--- src/xbr_pkg.sv ---
// ----------------------------------------------------------------------------
// xbr_pkg
// Shared types, codes and the CRC-16/XMODEM byte step for the block receiver.
// ----------------------------------------------------------------------------
package xbr_pkg;

    localparam int LONG_PAYLOAD_DEF  = 1024;
    localparam int SHORT_PAYLOAD_DEF = 128;

    localparam int CFG_IDX_W   = 2;
    localparam int CFG_DATA_W  = 12;
    localparam int LEN_W       = 11;
    localparam int IDX_W       = 10;

    localparam logic [7:0]  TYPE_SOH  = 8'h01;
    localparam logic [7:0]  TYPE_STX  = 8'h02;
    localparam logic [7:0]  TYPE_EOT  = 8'h04;
    localparam logic [LEN_W-1:0] HDR_LEN = LEN_W'(3);
    localparam logic [11:0] LIMIT_MAX = 12'd2048;
    localparam logic [11:0] LIMIT_RST = 12'd1030;
    localparam logic [15:0] CRC_POLY  = 16'h1021;

    typedef enum logic [CFG_IDX_W-1:0] {
        REG_CHECK_MODE   = 2'd0,
        REG_BUFFER_LIMIT = 2'd1,
        REG_UNUSED_2     = 2'd2,
        REG_UNUSED_3     = 2'd3
    } t_reg_idx;

    typedef enum logic [1:0] {
        CMD_APPEND  = 2'd0,
        CMD_COMMIT  = 2'd1,
        CMD_RETRY   = 2'd2,
        CMD_RESTART = 2'd3
    } t_cmd;

    typedef enum logic [3:0] {
        ST_NEED_MORE   = 4'd0,
        ST_BLOCK_READY = 4'd1,
        ST_DONE        = 4'd2,
        ST_NOT_OK      = 4'd3,
        ST_WRITTEN     = 4'd4,
        ST_DUPLICATE   = 4'd5,
        ST_INVALID     = 4'd6,
        ST_BAD_MSG     = 4'd7,
        ST_CLEARED     = 4'd8
    } t_status;

    typedef struct packed {
        logic [LEN_W-1:0] frame_length;
        logic [7:0]       frame_type;
        logic [7:0]       header_block;
        logic [7:0]       header_complement;
        logic [15:0]      crc_acc;
        logic [7:0]       sum_acc;
        logic [15:0]      trailer_bytes;
    } t_frame;

    typedef struct packed {
        t_status          status;
        logic             payload_valid;
        logic [IDX_W-1:0] payload_index;
        logic [7:0]       payload_byte;
        logic [7:0]       block_number;
    } t_result;

    function automatic logic [15:0] crc_step(input logic [15:0] crc_in, input logic [7:0] b);
        logic [15:0] c;
        c = crc_in ^ {b, 8'h00};
        for (int i = 0; i < 8; i++) begin
            c = c[15] ? ((c << 1) ^ CRC_POLY) : (c << 1);
        end
        return c;
    endfunction

endpackage

--- src/xbr_if.sv ---
// ----------------------------------------------------------------------------
// xbr_if
// Valid/ready channels of the block receiver: byte input, result, config.
// ----------------------------------------------------------------------------
interface xbr_in_if;
    logic       valid;
    logic       ready;
    logic [1:0] cmd;
    logic [7:0] data_byte;
    logic       chunk_end;

    modport source (output valid, cmd, data_byte, chunk_end, input ready);
    modport sink   (input valid, cmd, data_byte, chunk_end, output ready);
endinterface

interface xbr_out_if;
    logic       valid;
    logic       ready;
    logic [3:0] status;
    logic       payload_valid;
    logic [9:0] payload_index;
    logic [7:0] payload_byte;
    logic [7:0] block_number;

    modport source (output valid, status, payload_valid, payload_index, payload_byte,
                    block_number, input ready);
    modport sink   (input valid, status, payload_valid, payload_index, payload_byte,
                    block_number, output ready);
endinterface

interface xbr_cfg_if;
    logic        valid;
    logic        ready;
    logic [1:0]  index;
    logic [11:0] data;

    modport source (output valid, index, data, input ready);
    modport sink   (input valid, index, data, output ready);
endinterface

--- src/xbr_frame.sv ---
// ----------------------------------------------------------------------------
// xbr_frame
// Per-item frame logic: next frame state, expected block and the result.
// ----------------------------------------------------------------------------
module xbr_frame #(
    parameter int LONG_PAYLOAD  = xbr_pkg::LONG_PAYLOAD_DEF,
    parameter int SHORT_PAYLOAD = xbr_pkg::SHORT_PAYLOAD_DEF
) (
    input  xbr_pkg::t_frame  i_frame,
    input  logic [7:0]       i_expected,
    input  logic             i_check_mode,
    input  logic [11:0]      i_buffer_limit,
    input  xbr_pkg::t_cmd    i_cmd,
    input  logic [7:0]       i_data_byte,
    input  logic             i_chunk_end,
    output xbr_pkg::t_frame  o_frame,
    output logic [7:0]       o_expected,
    output xbr_pkg::t_result o_result
);
    import xbr_pkg::*;

    localparam logic [LEN_W-1:0] SHORT_LEN = LEN_W'(SHORT_PAYLOAD);
    localparam logic [LEN_W-1:0] LONG_LEN  = LEN_W'(LONG_PAYLOAD);

    function automatic logic [LEN_W-1:0] payload_len(input logic [7:0] t);
        logic [LEN_W-1:0] l;
        l = '0;
        if (t == TYPE_SOH) l = SHORT_LEN;
        else if (t == TYPE_STX) l = LONG_LEN;
        return l;
    endfunction

    logic [11:0]      lim;
    logic [LEN_W-1:0] pos;
    logic [LEN_W-1:0] bl;
    logic [LEN_W-1:0] bl_new;
    logic [LEN_W-1:0] trl;
    logic             check_ok;

    always_comb begin
        lim      = (i_buffer_limit > LIMIT_MAX) ? LIMIT_MAX : i_buffer_limit;
        pos      = i_frame.frame_length;
        bl       = payload_len(i_frame.frame_type);
        trl      = i_check_mode ? LEN_W'(2) : LEN_W'(1);
        check_ok = i_check_mode ? (i_frame.crc_acc == i_frame.trailer_bytes)
                                : (i_frame.sum_acc == i_frame.trailer_bytes[15:8]);
        o_frame    = i_frame;
        o_expected = i_expected;
        bl_new     = '0;
        o_result   = '{status: ST_NEED_MORE, payload_valid: 1'b0, payload_index: '0,
                       payload_byte: '0, block_number: i_frame.header_block};

        unique case (i_cmd)
            CMD_APPEND: begin
                if (({1'b0, pos} + 12'd1) < lim) begin
                    if (pos == '0) begin
                        o_frame            = '0;
                        o_frame.frame_type = i_data_byte;
                    end else if (pos == LEN_W'(1)) begin
                        o_frame.header_block = i_data_byte;
                    end else if (pos == LEN_W'(2)) begin
                        o_frame.header_complement = i_data_byte;
                    end else if (pos < HDR_LEN + bl) begin
                        o_frame.crc_acc        = crc_step(i_frame.crc_acc, i_data_byte);
                        o_frame.sum_acc        = i_frame.sum_acc + i_data_byte;
                        o_result.payload_valid = 1'b1;
                        o_result.payload_index = IDX_W'(pos - HDR_LEN);
                        o_result.payload_byte  = i_data_byte;
                    end else if (pos == HDR_LEN + bl && bl != '0) begin
                        o_frame.trailer_bytes = {i_data_byte, 8'h00};
                    end else if (pos == HDR_LEN + bl + LEN_W'(1) && bl != '0) begin
                        o_frame.trailer_bytes = {i_frame.trailer_bytes[15:8], i_data_byte};
                    end
                    o_frame.frame_length = pos + LEN_W'(1);
                    bl_new = payload_len(o_frame.frame_type);
                    // a frame is judged only on the last byte of a chunk
                    if (i_chunk_end) begin
                        if (bl_new != '0) begin
                            if (o_frame.frame_length < HDR_LEN)
                                o_result.status = ST_NEED_MORE;
                            else if (o_frame.header_complement == ~o_frame.header_block)
                                o_result.status =
                                    (o_frame.frame_length < HDR_LEN + bl_new + trl)
                                    ? ST_NEED_MORE : ST_BLOCK_READY;
                            else
                                o_result.status = ST_NOT_OK;
                        end else if (o_frame.frame_type == TYPE_EOT &&
                                     o_frame.frame_length == LEN_W'(1)) begin
                            o_result.status = ST_DONE;
                        end else begin
                            o_result.status = ST_NOT_OK;
                        end
                    end
                end else begin
                    o_result.status = ST_NOT_OK;
                end
                o_result.block_number = o_frame.header_block;
            end
            CMD_COMMIT: begin
                if (bl == '0 || pos < HDR_LEN + bl + trl) begin
                    o_result.status = ST_INVALID;
                end else if (!check_ok) begin
                    o_result.status = ST_BAD_MSG;
                end else if (i_expected == i_frame.header_block) begin
                    o_result.status = ST_WRITTEN;
                    o_expected      = i_expected + 8'd1;
                    o_frame         = '0;
                end else if (i_expected == i_frame.header_block + 8'd1) begin
                    o_result.status = ST_DUPLICATE;
                    o_frame         = '0;
                end else begin
                    o_result.status = ST_BAD_MSG;
                end
            end
            CMD_RETRY: begin
                o_frame               = '0;
                o_result.status       = ST_CLEARED;
                o_result.block_number = '0;
            end
            CMD_RESTART: begin
                o_frame               = '0;
                o_expected            = 8'd1;
                o_result.status       = ST_CLEARED;
                o_result.block_number = '0;
            end
            default: begin
                o_frame = i_frame;
            end
        endcase
    end

endmodule

--- src/xmodem_block_receiver_top.sv ---
// ----------------------------------------------------------------------------
// xmodem_block_receiver_top
// XMODEM frame receiver: header, payload tagging, CRC-16 or sum, sequencing.
// ----------------------------------------------------------------------------
// Each accepted transaction (append byte, commit, retry or restart) yields
// exactly one result, captured in the output register and valid from the next cycle. A new
// transaction is taken every cycle while the result register is empty or
// its result is taken in the same cycle, so the sustained rate is one item
// per clock; the figure is set by the update of the frame registers for each
// accepted item, whose longest path is the eight-bit CRC-16 step per byte.
// Configuration writes are always ready and should only be issued while idle.
module xmodem_block_receiver_top #(
    parameter int LONG_PAYLOAD  = xbr_pkg::LONG_PAYLOAD_DEF,
    parameter int SHORT_PAYLOAD = xbr_pkg::SHORT_PAYLOAD_DEF
) (
    input logic       i_clk,
    input logic       i_rst_n,
    xbr_in_if.sink    i_in,
    xbr_out_if.source o_out,
    xbr_cfg_if.sink   i_cfg
);
    import xbr_pkg::*;

    logic        r_check_mode;
    logic [11:0] r_buffer_limit;
    t_frame      r_frame;
    t_frame      n_frame;
    logic [7:0]  r_expected;
    logic [7:0]  n_expected;
    logic        r_out_valid;
    t_result     r_out;
    t_result     n_out;
    logic        in_accept;

    assign i_cfg.ready = 1'b1;
    assign i_in.ready  = !r_out_valid || o_out.ready;
    assign in_accept   = i_in.valid && i_in.ready;

    xbr_frame #(
        .LONG_PAYLOAD  (LONG_PAYLOAD),
        .SHORT_PAYLOAD (SHORT_PAYLOAD)
    ) u_frame (
        .i_frame        (r_frame),
        .i_expected     (r_expected),
        .i_check_mode   (r_check_mode),
        .i_buffer_limit (r_buffer_limit),
        .i_cmd          (t_cmd'(i_in.cmd)),
        .i_data_byte    (i_in.data_byte),
        .i_chunk_end    (i_in.chunk_end),
        .o_frame        (n_frame),
        .o_expected     (n_expected),
        .o_result       (n_out)
    );

    always_ff @(posedge i_clk) begin
        if (!i_rst_n) begin
            r_check_mode   <= 1'b1;
            r_buffer_limit <= LIMIT_RST;
        end else if (i_cfg.valid) begin
            unique case (t_reg_idx'(i_cfg.index))
                REG_CHECK_MODE:   r_check_mode   <= i_cfg.data[0];
                REG_BUFFER_LIMIT: r_buffer_limit <= i_cfg.data;
                default: begin
                end
            endcase
        end
    end

    always_ff @(posedge i_clk) begin
        if (!i_rst_n) begin
            r_frame     <= '0;
            r_expected  <= 8'd1;
            r_out_valid <= 1'b0;
        end else begin
            if (in_accept) begin
                r_frame     <= n_frame;
                r_expected  <= n_expected;
                r_out_valid <= 1'b1;
            end else if (o_out.ready) begin
                r_out_valid <= 1'b0;
            end
        end
    end

    always_ff @(posedge i_clk) begin
        if (in_accept) begin
            r_out <= n_out;
        end
    end

    assign o_out.valid         = r_out_valid;
    assign o_out.status        = r_out.status;
    assign o_out.payload_valid = r_out.payload_valid;
    assign o_out.payload_index = r_out.payload_index;
    assign o_out.payload_byte  = r_out.payload_byte;
    assign o_out.block_number  = r_out.block_number;

`ifndef SYNTH
    // an accepted transaction always leaves a result behind
    a_accept_gives_result: assert property (@(posedge i_clk) disable iff (!i_rst_n)
        in_accept |=> r_out_valid)
        else $error("accepted transaction produced no result");

    // an empty frame always carries cleared accumulators
    a_empty_frame_clear: assert property (@(posedge i_clk) disable iff (!i_rst_n)
        (r_frame.frame_length == '0) |->
        (r_frame.frame_type == '0 && r_frame.crc_acc == '0 && r_frame.sum_acc == '0))
        else $error("empty frame holds stale state");

    // a tagged payload byte only comes with an append status
    a_payload_status: assert property (@(posedge i_clk) disable iff (!i_rst_n)
        (r_out_valid && r_out.payload_valid) |->
        (r_out.status == ST_NEED_MORE || r_out.status == ST_BLOCK_READY ||
         r_out.status == ST_NOT_OK))
        else $error("payload byte with non-append status");
`endif

endmodule

--- src/flat_wrapper.sv ---
// flat-port wrapper written by rule: the top's interface ports become plain ports
module xmodem_block_receiver_top_flat import xbr_pkg::*;
#(
    parameter int LONG_PAYLOAD  = xbr_pkg::LONG_PAYLOAD_DEF,
    parameter int SHORT_PAYLOAD = xbr_pkg::SHORT_PAYLOAD_DEF
)
  (i_clk, i_rst_n, i_in_valid, i_in_cmd, i_in_data_byte, i_in_chunk_end, i_in_ready, o_out_valid, o_out_status, o_out_payload_valid, o_out_payload_index, o_out_payload_byte, o_out_block_number, o_out_ready, i_cfg_valid, i_cfg_index, i_cfg_data, i_cfg_ready);
  xbr_in_if i_in_i ();
  xbr_out_if o_out_i ();
  xbr_cfg_if i_cfg_i ();
  input logic i_clk;
  input logic i_rst_n;
  input wire logic [$bits(i_in_i.valid)-1:0] i_in_valid;
  input wire logic [$bits(i_in_i.cmd)-1:0] i_in_cmd;
  input wire logic [$bits(i_in_i.data_byte)-1:0] i_in_data_byte;
  input wire logic [$bits(i_in_i.chunk_end)-1:0] i_in_chunk_end;
  output wire logic [$bits(i_in_i.ready)-1:0] i_in_ready;
  output wire logic [$bits(o_out_i.valid)-1:0] o_out_valid;
  output wire logic [$bits(o_out_i.status)-1:0] o_out_status;
  output wire logic [$bits(o_out_i.payload_valid)-1:0] o_out_payload_valid;
  output wire logic [$bits(o_out_i.payload_index)-1:0] o_out_payload_index;
  output wire logic [$bits(o_out_i.payload_byte)-1:0] o_out_payload_byte;
  output wire logic [$bits(o_out_i.block_number)-1:0] o_out_block_number;
  input wire logic [$bits(o_out_i.ready)-1:0] o_out_ready;
  input wire logic [$bits(i_cfg_i.valid)-1:0] i_cfg_valid;
  input wire logic [$bits(i_cfg_i.index)-1:0] i_cfg_index;
  input wire logic [$bits(i_cfg_i.data)-1:0] i_cfg_data;
  output wire logic [$bits(i_cfg_i.ready)-1:0] i_cfg_ready;
  assign i_in_i.valid = i_in_valid;
  assign i_in_i.cmd = i_in_cmd;
  assign i_in_i.data_byte = i_in_data_byte;
  assign i_in_i.chunk_end = i_in_chunk_end;
  assign i_in_ready = i_in_i.ready;
  assign o_out_valid = o_out_i.valid;
  assign o_out_status = o_out_i.status;
  assign o_out_payload_valid = o_out_i.payload_valid;
  assign o_out_payload_index = o_out_i.payload_index;
  assign o_out_payload_byte = o_out_i.payload_byte;
  assign o_out_block_number = o_out_i.block_number;
  assign o_out_i.ready = o_out_ready;
  assign i_cfg_i.valid = i_cfg_valid;
  assign i_cfg_i.index = i_cfg_index;
  assign i_cfg_i.data = i_cfg_data;
  assign i_cfg_ready = i_cfg_i.ready;
  xmodem_block_receiver_top #(.LONG_PAYLOAD(LONG_PAYLOAD), .SHORT_PAYLOAD(SHORT_PAYLOAD)) u_core (.i_clk(i_clk), .i_rst_n(i_rst_n), .i_in(i_in_i), .o_out(o_out_i), .i_cfg(i_cfg_i));
endmodule
--- config.mk ---
export PLATFORM = sky130hd
export DESIGN_NAME = xmodem_block_receiver_top_flat
export DESIGN_NICKNAME = d
export VERILOG_FILES = /design/src/xbr_pkg.sv /design/src/xbr_if.sv /design/src/xbr_frame.sv /design/src/xmodem_block_receiver_top.sv /design/src/flat_wrapper.sv
export SDC_FILE = /design/constraint.sdc
export NUM_CORES = 1
export LEC_CHECK = 0
export ABC_AREA = 1
export BUFFER_PORTS_ARGS = -buffer_cell sky130_fd_sc_hd__buf_2
export CAP_MARGIN = 40
export CORE_MARGIN = 2
export CORE_UTILIZATION = 50
export CTS_BUF_LIST = sky130_fd_sc_hd__clkbuf_4 sky130_fd_sc_hd__clkbuf_8
export DETAILED_ROUTE_END_ITERATION = 8
export PLACE_DENSITY = 0.68
export SETUP_SLACK_MARGIN = 0.05
export SYNTH_ARGS = -nofsm -noshare
export SYNTH_HDL_FRONTEND = slang
export SYNTH_HIERARCHICAL = 1
export SYNTH_SLANG_ARGS = --single-unit
export TNS_END_PERCENT = 20
--- constraint.sdc ---
create_clock -name i_clk -period 9.1 [get_ports i_clk]
set_input_delay 0.91 -clock i_clk [delete_from_list [all_inputs] [get_ports i_clk]]
set_output_delay 0.91 -clock i_clk [all_outputs]
set_load 0.01 [all_outputs]
==> metrics <==
outcome=completed; Rows=52; fillers=2150; post-synthesis mux area share=0%; simple-gate share of the synthesized area=41.1%; Synth Area in XOR/XNOR=5.09%; grt met2 use=41.7%; largest family of logic cells by synthesized area=simple AND/OR/NAND/NOR gates; post-synth cell types=50; Netlist Area Pre-Place=10500 sq um; Leak=5.51 nW; Global Route met1 Usage=37.3%; IO Pins=64; Area contributors post-synth=dfxtp_1, nand2_1, nand3_1, edfxtp_1, inv_1; die area=22100 sq um; Int Power=1.09 mW; clock sinks=128; #FFs+latches synth=128; Die X=149 um; post-synth top area cell=dfxtp_1; fin. max-slew vios=0; DP HPWL=19800 um; CTS tree=done; Peak supply drop=0.0000817 V; dominant synthesized flop cell=dfxtp_1; sw power=646 uW; first-pass GRT wire length=47300 um; hold-critical path endpoint=u_core/r_buffer_limit[1]; setup TNS=0 ps; Period Utilization, post-route=47.7%; Gate power share=30.2%; Core ar.=20400 sq um; Clock Skews=15.5 ps; Via Count=10.5k; Area Overhead vs Synth=6.81%; layout cell share with drive strength beyond 1=9.52%; pin count of the biggest net entering global routing=93; Avg Inst Size Synth=6.19 sq um; Reg2Reg Depth=19; Clock Power Share=31.0%; Final GP Congestion=0.946; CTS clk-pin slew, worst paths=90 ps; clk buf depth=2; met3 usage=4.25%; sequential share of power=38.8%; DRT antenna net count=0; Vias/cell=5.31; Post-Synth Adder-Cell Area=3.53%; r2r setup slk=4760 ps; Fmax=0.231 GHz; Worst-Skew Late Latency=460 ps; Rel. slew slack=39.8%; DRC Markers=0; Switching Fraction=37.1%; Min-Delay Path Depth=2; worst hold path class=reg2reg; Syn Inst Count=1695; CP Data Required Time=9460 ps; CP Capture Type=flop; max cap viols=0; Resize count post-CTS=0; CTS H-tree lvls=4; unrepaired setup endpoints after global routing=no; Tot GR Track Use=26.4%; Synthesized Nets=1754; Worst Setup Path Type=reg2reg; worst slew pin tran=898 ps; Min Hold Slack=502 ps; EDFF count, synth=31; First-pass DRT Iterations=5; Synth async-reset ratio=0%; Die Y=149 um; Post-Route WL=28800 um; Synth Warn #=6; crit path max fanout=41; Worst EP arrival=4690 ps; postcts setup bufs=0; port bufs=62; HP Start=u_core/r_buffer_limit[1]; vias in the first global route=9336; global-route layer with the greatest usage=met2; crit path time final=4340 ps; final net count=1758; ant diodes=0; Starting Density=51.3%; worst reg2reg endpoint=u_core/r_frame[46]; Clock Tree Root=clkbuf_8; initial DRC count=1045; total CTS buffers=17; gr ovfl total=0; CP Launch Type=flop; Post-CTS Hold Fix Bufs=0; Yosys top cell area share=18.5%; worst flop-to-flop path startpoint=u_core/r_frame[64]; final setup fails=0; initial antenna violation count=0; final-report hold violation count=0; drt wl/cell=14.5 um; Synth Area in Compound Gates=9.21%; Seq/Total Area, Yosys=27.4%; power density cells=155 nW/um^2
## final cells by class
class | instances | area [sq um] | area share [%]
Multi-Input combinational cell | 1234 | 6200 | 55.3
Sequential cell | 128 | 2870 | 25.6
Inverter | 248 | 932 | 8.32
Timing Repair Buffer | 70 | 435 | 3.89
Tap cell | 270 | 338 | 3.02
Clock buffer | 19 | 249 | 2.22
Clock inverter | 13 | 175 | 1.56
## Yosys cell counts, drive strengths merged, types with 2 or more instances
library cell / count
edfxtp: 31
and2: 38
dfxtp: 97
clkinv: 3
nand2: 433
a31oi: 4
o21ai: 61
nor3: 22
nand3: 242
o211ai: 2
nand3b: 2
buf: 70
nor2: 200
nand4: 17
inv: 245
clkbuf: 15
nor4: 5
a21oi: 110
xnor2: 25
xor2: 36
ha: 28
## worst max-delay path by stage
stage               cells after the start                from  slack [ps]                  to
CTS                                    19  u_core/r_frame[64]        4790  u_core/r_frame[46]
global route                           19  u_core/r_frame[64]        4370  u_core/r_frame[71]
finish                                 19  u_core/r_frame[64]        4760  u_core/r_frame[46]
floorplan                              19  u_core/r_frame[65]        6020  u_core/r_frame[17]
global placement                       19  u_core/r_frame[64]        4950  u_core/r_frame[46]
detailed placement                     19  u_core/r_frame[64]        4820  u_core/r_frame[46]
## cell usage in the layout, fill, tap and decap left out, types with 6 or more instances in the layout
master	netlist	layout
a21oi_1	110	110
and2_1	38	38
buf_2	46	60
buf_4	15	7
clkbuf_8	0	17
dfxtp_1	97	97
edfxtp_1	31	31
ha_1	28	28
inv_1	234	234
inv_2	11	11
inv_6	0	6
nand2_1	422	422
nand2_2	7	7
nand3_1	235	235
nand4_1	16	16
nor2_1	187	185
nor2_2	9	10
nor3_1	17	17
o21ai_0	31	31
o21ai_1	25	25
xnor2_1	25	25
xor2_1	36	36
## logic make-up after synthesis
group / after synthesis
buf+inv: 333
flops: 128
compound gates: 183
xor+xnor: 61
other cells: 1
fa+ha+maj: 29
simple gates: 960
## worst max-delay path: stages, from the launching register on
cell and delay (ps):
dfxtp_1 640, ha_1 320, nand3_1 120, nor2_1 220
nand2_1 110, nor2_1 130, xor2_1 340, ha_1 310
nand4_1 120, a31oi_1 50, nor2_1 370, nand2_4 150
nand2_4 410, nand2_4 410, nand2_1 160, o21ai_0 90
inv_1 70, nand3_1 70, nand2_1 90, nor2_1 40
## stage by stage
step	total power, mW	worst slack [ps]	std cells	instance area [sq um]	utilization (%)
final	1.74	4760	1982	11200	54.8
after global routing	1.85	4370	1982	11200	54.8
after CTS	1.75	4790	1982	11200	54.8
after detailed placement	1.21	4820	1950	10800	52.8
after global placement	1.20	4950	1947	10700	52.4
after floorplan	1.09	6020	1695	10500	-
## flip-flops by register name, indices dropped and copies added (netlist names)
name,cells
u_core/o_out.status,4
u_core/r_expected,8
u_core/r_check_mode,1
u_core/o_out.block_number,8
u_core/o_out.payload_valid,1
u_core/r_frame,75
u_core/o_out.valid,1
u_core/o_out.payload_byte,8
u_core/o_out.payload_index,10
u_core/r_buffer_limit,12
## per-layer routing
metal	share of wire, %	vias to the layer above
li1	-	5365
met1	47	4793
met2	44	332
met3	7.2	36
met4	1.9	0
met5	0	-
## power groups by stage
stage | Clock (mW) | Sequential (mW) | Combinational [mW]
final | 0.540 | 0.675 | 0.526
after global routing | 0.577 | 0.682 | 0.594
after CTS | 0.549 | 0.674 | 0.522
after detailed placement | 0 | 0.687 | 0.518
after global placement | 0 | 0.686 | 0.510
after floorplan | 0 | 0.677 | 0.411
(Power assumes the default switching activity.)
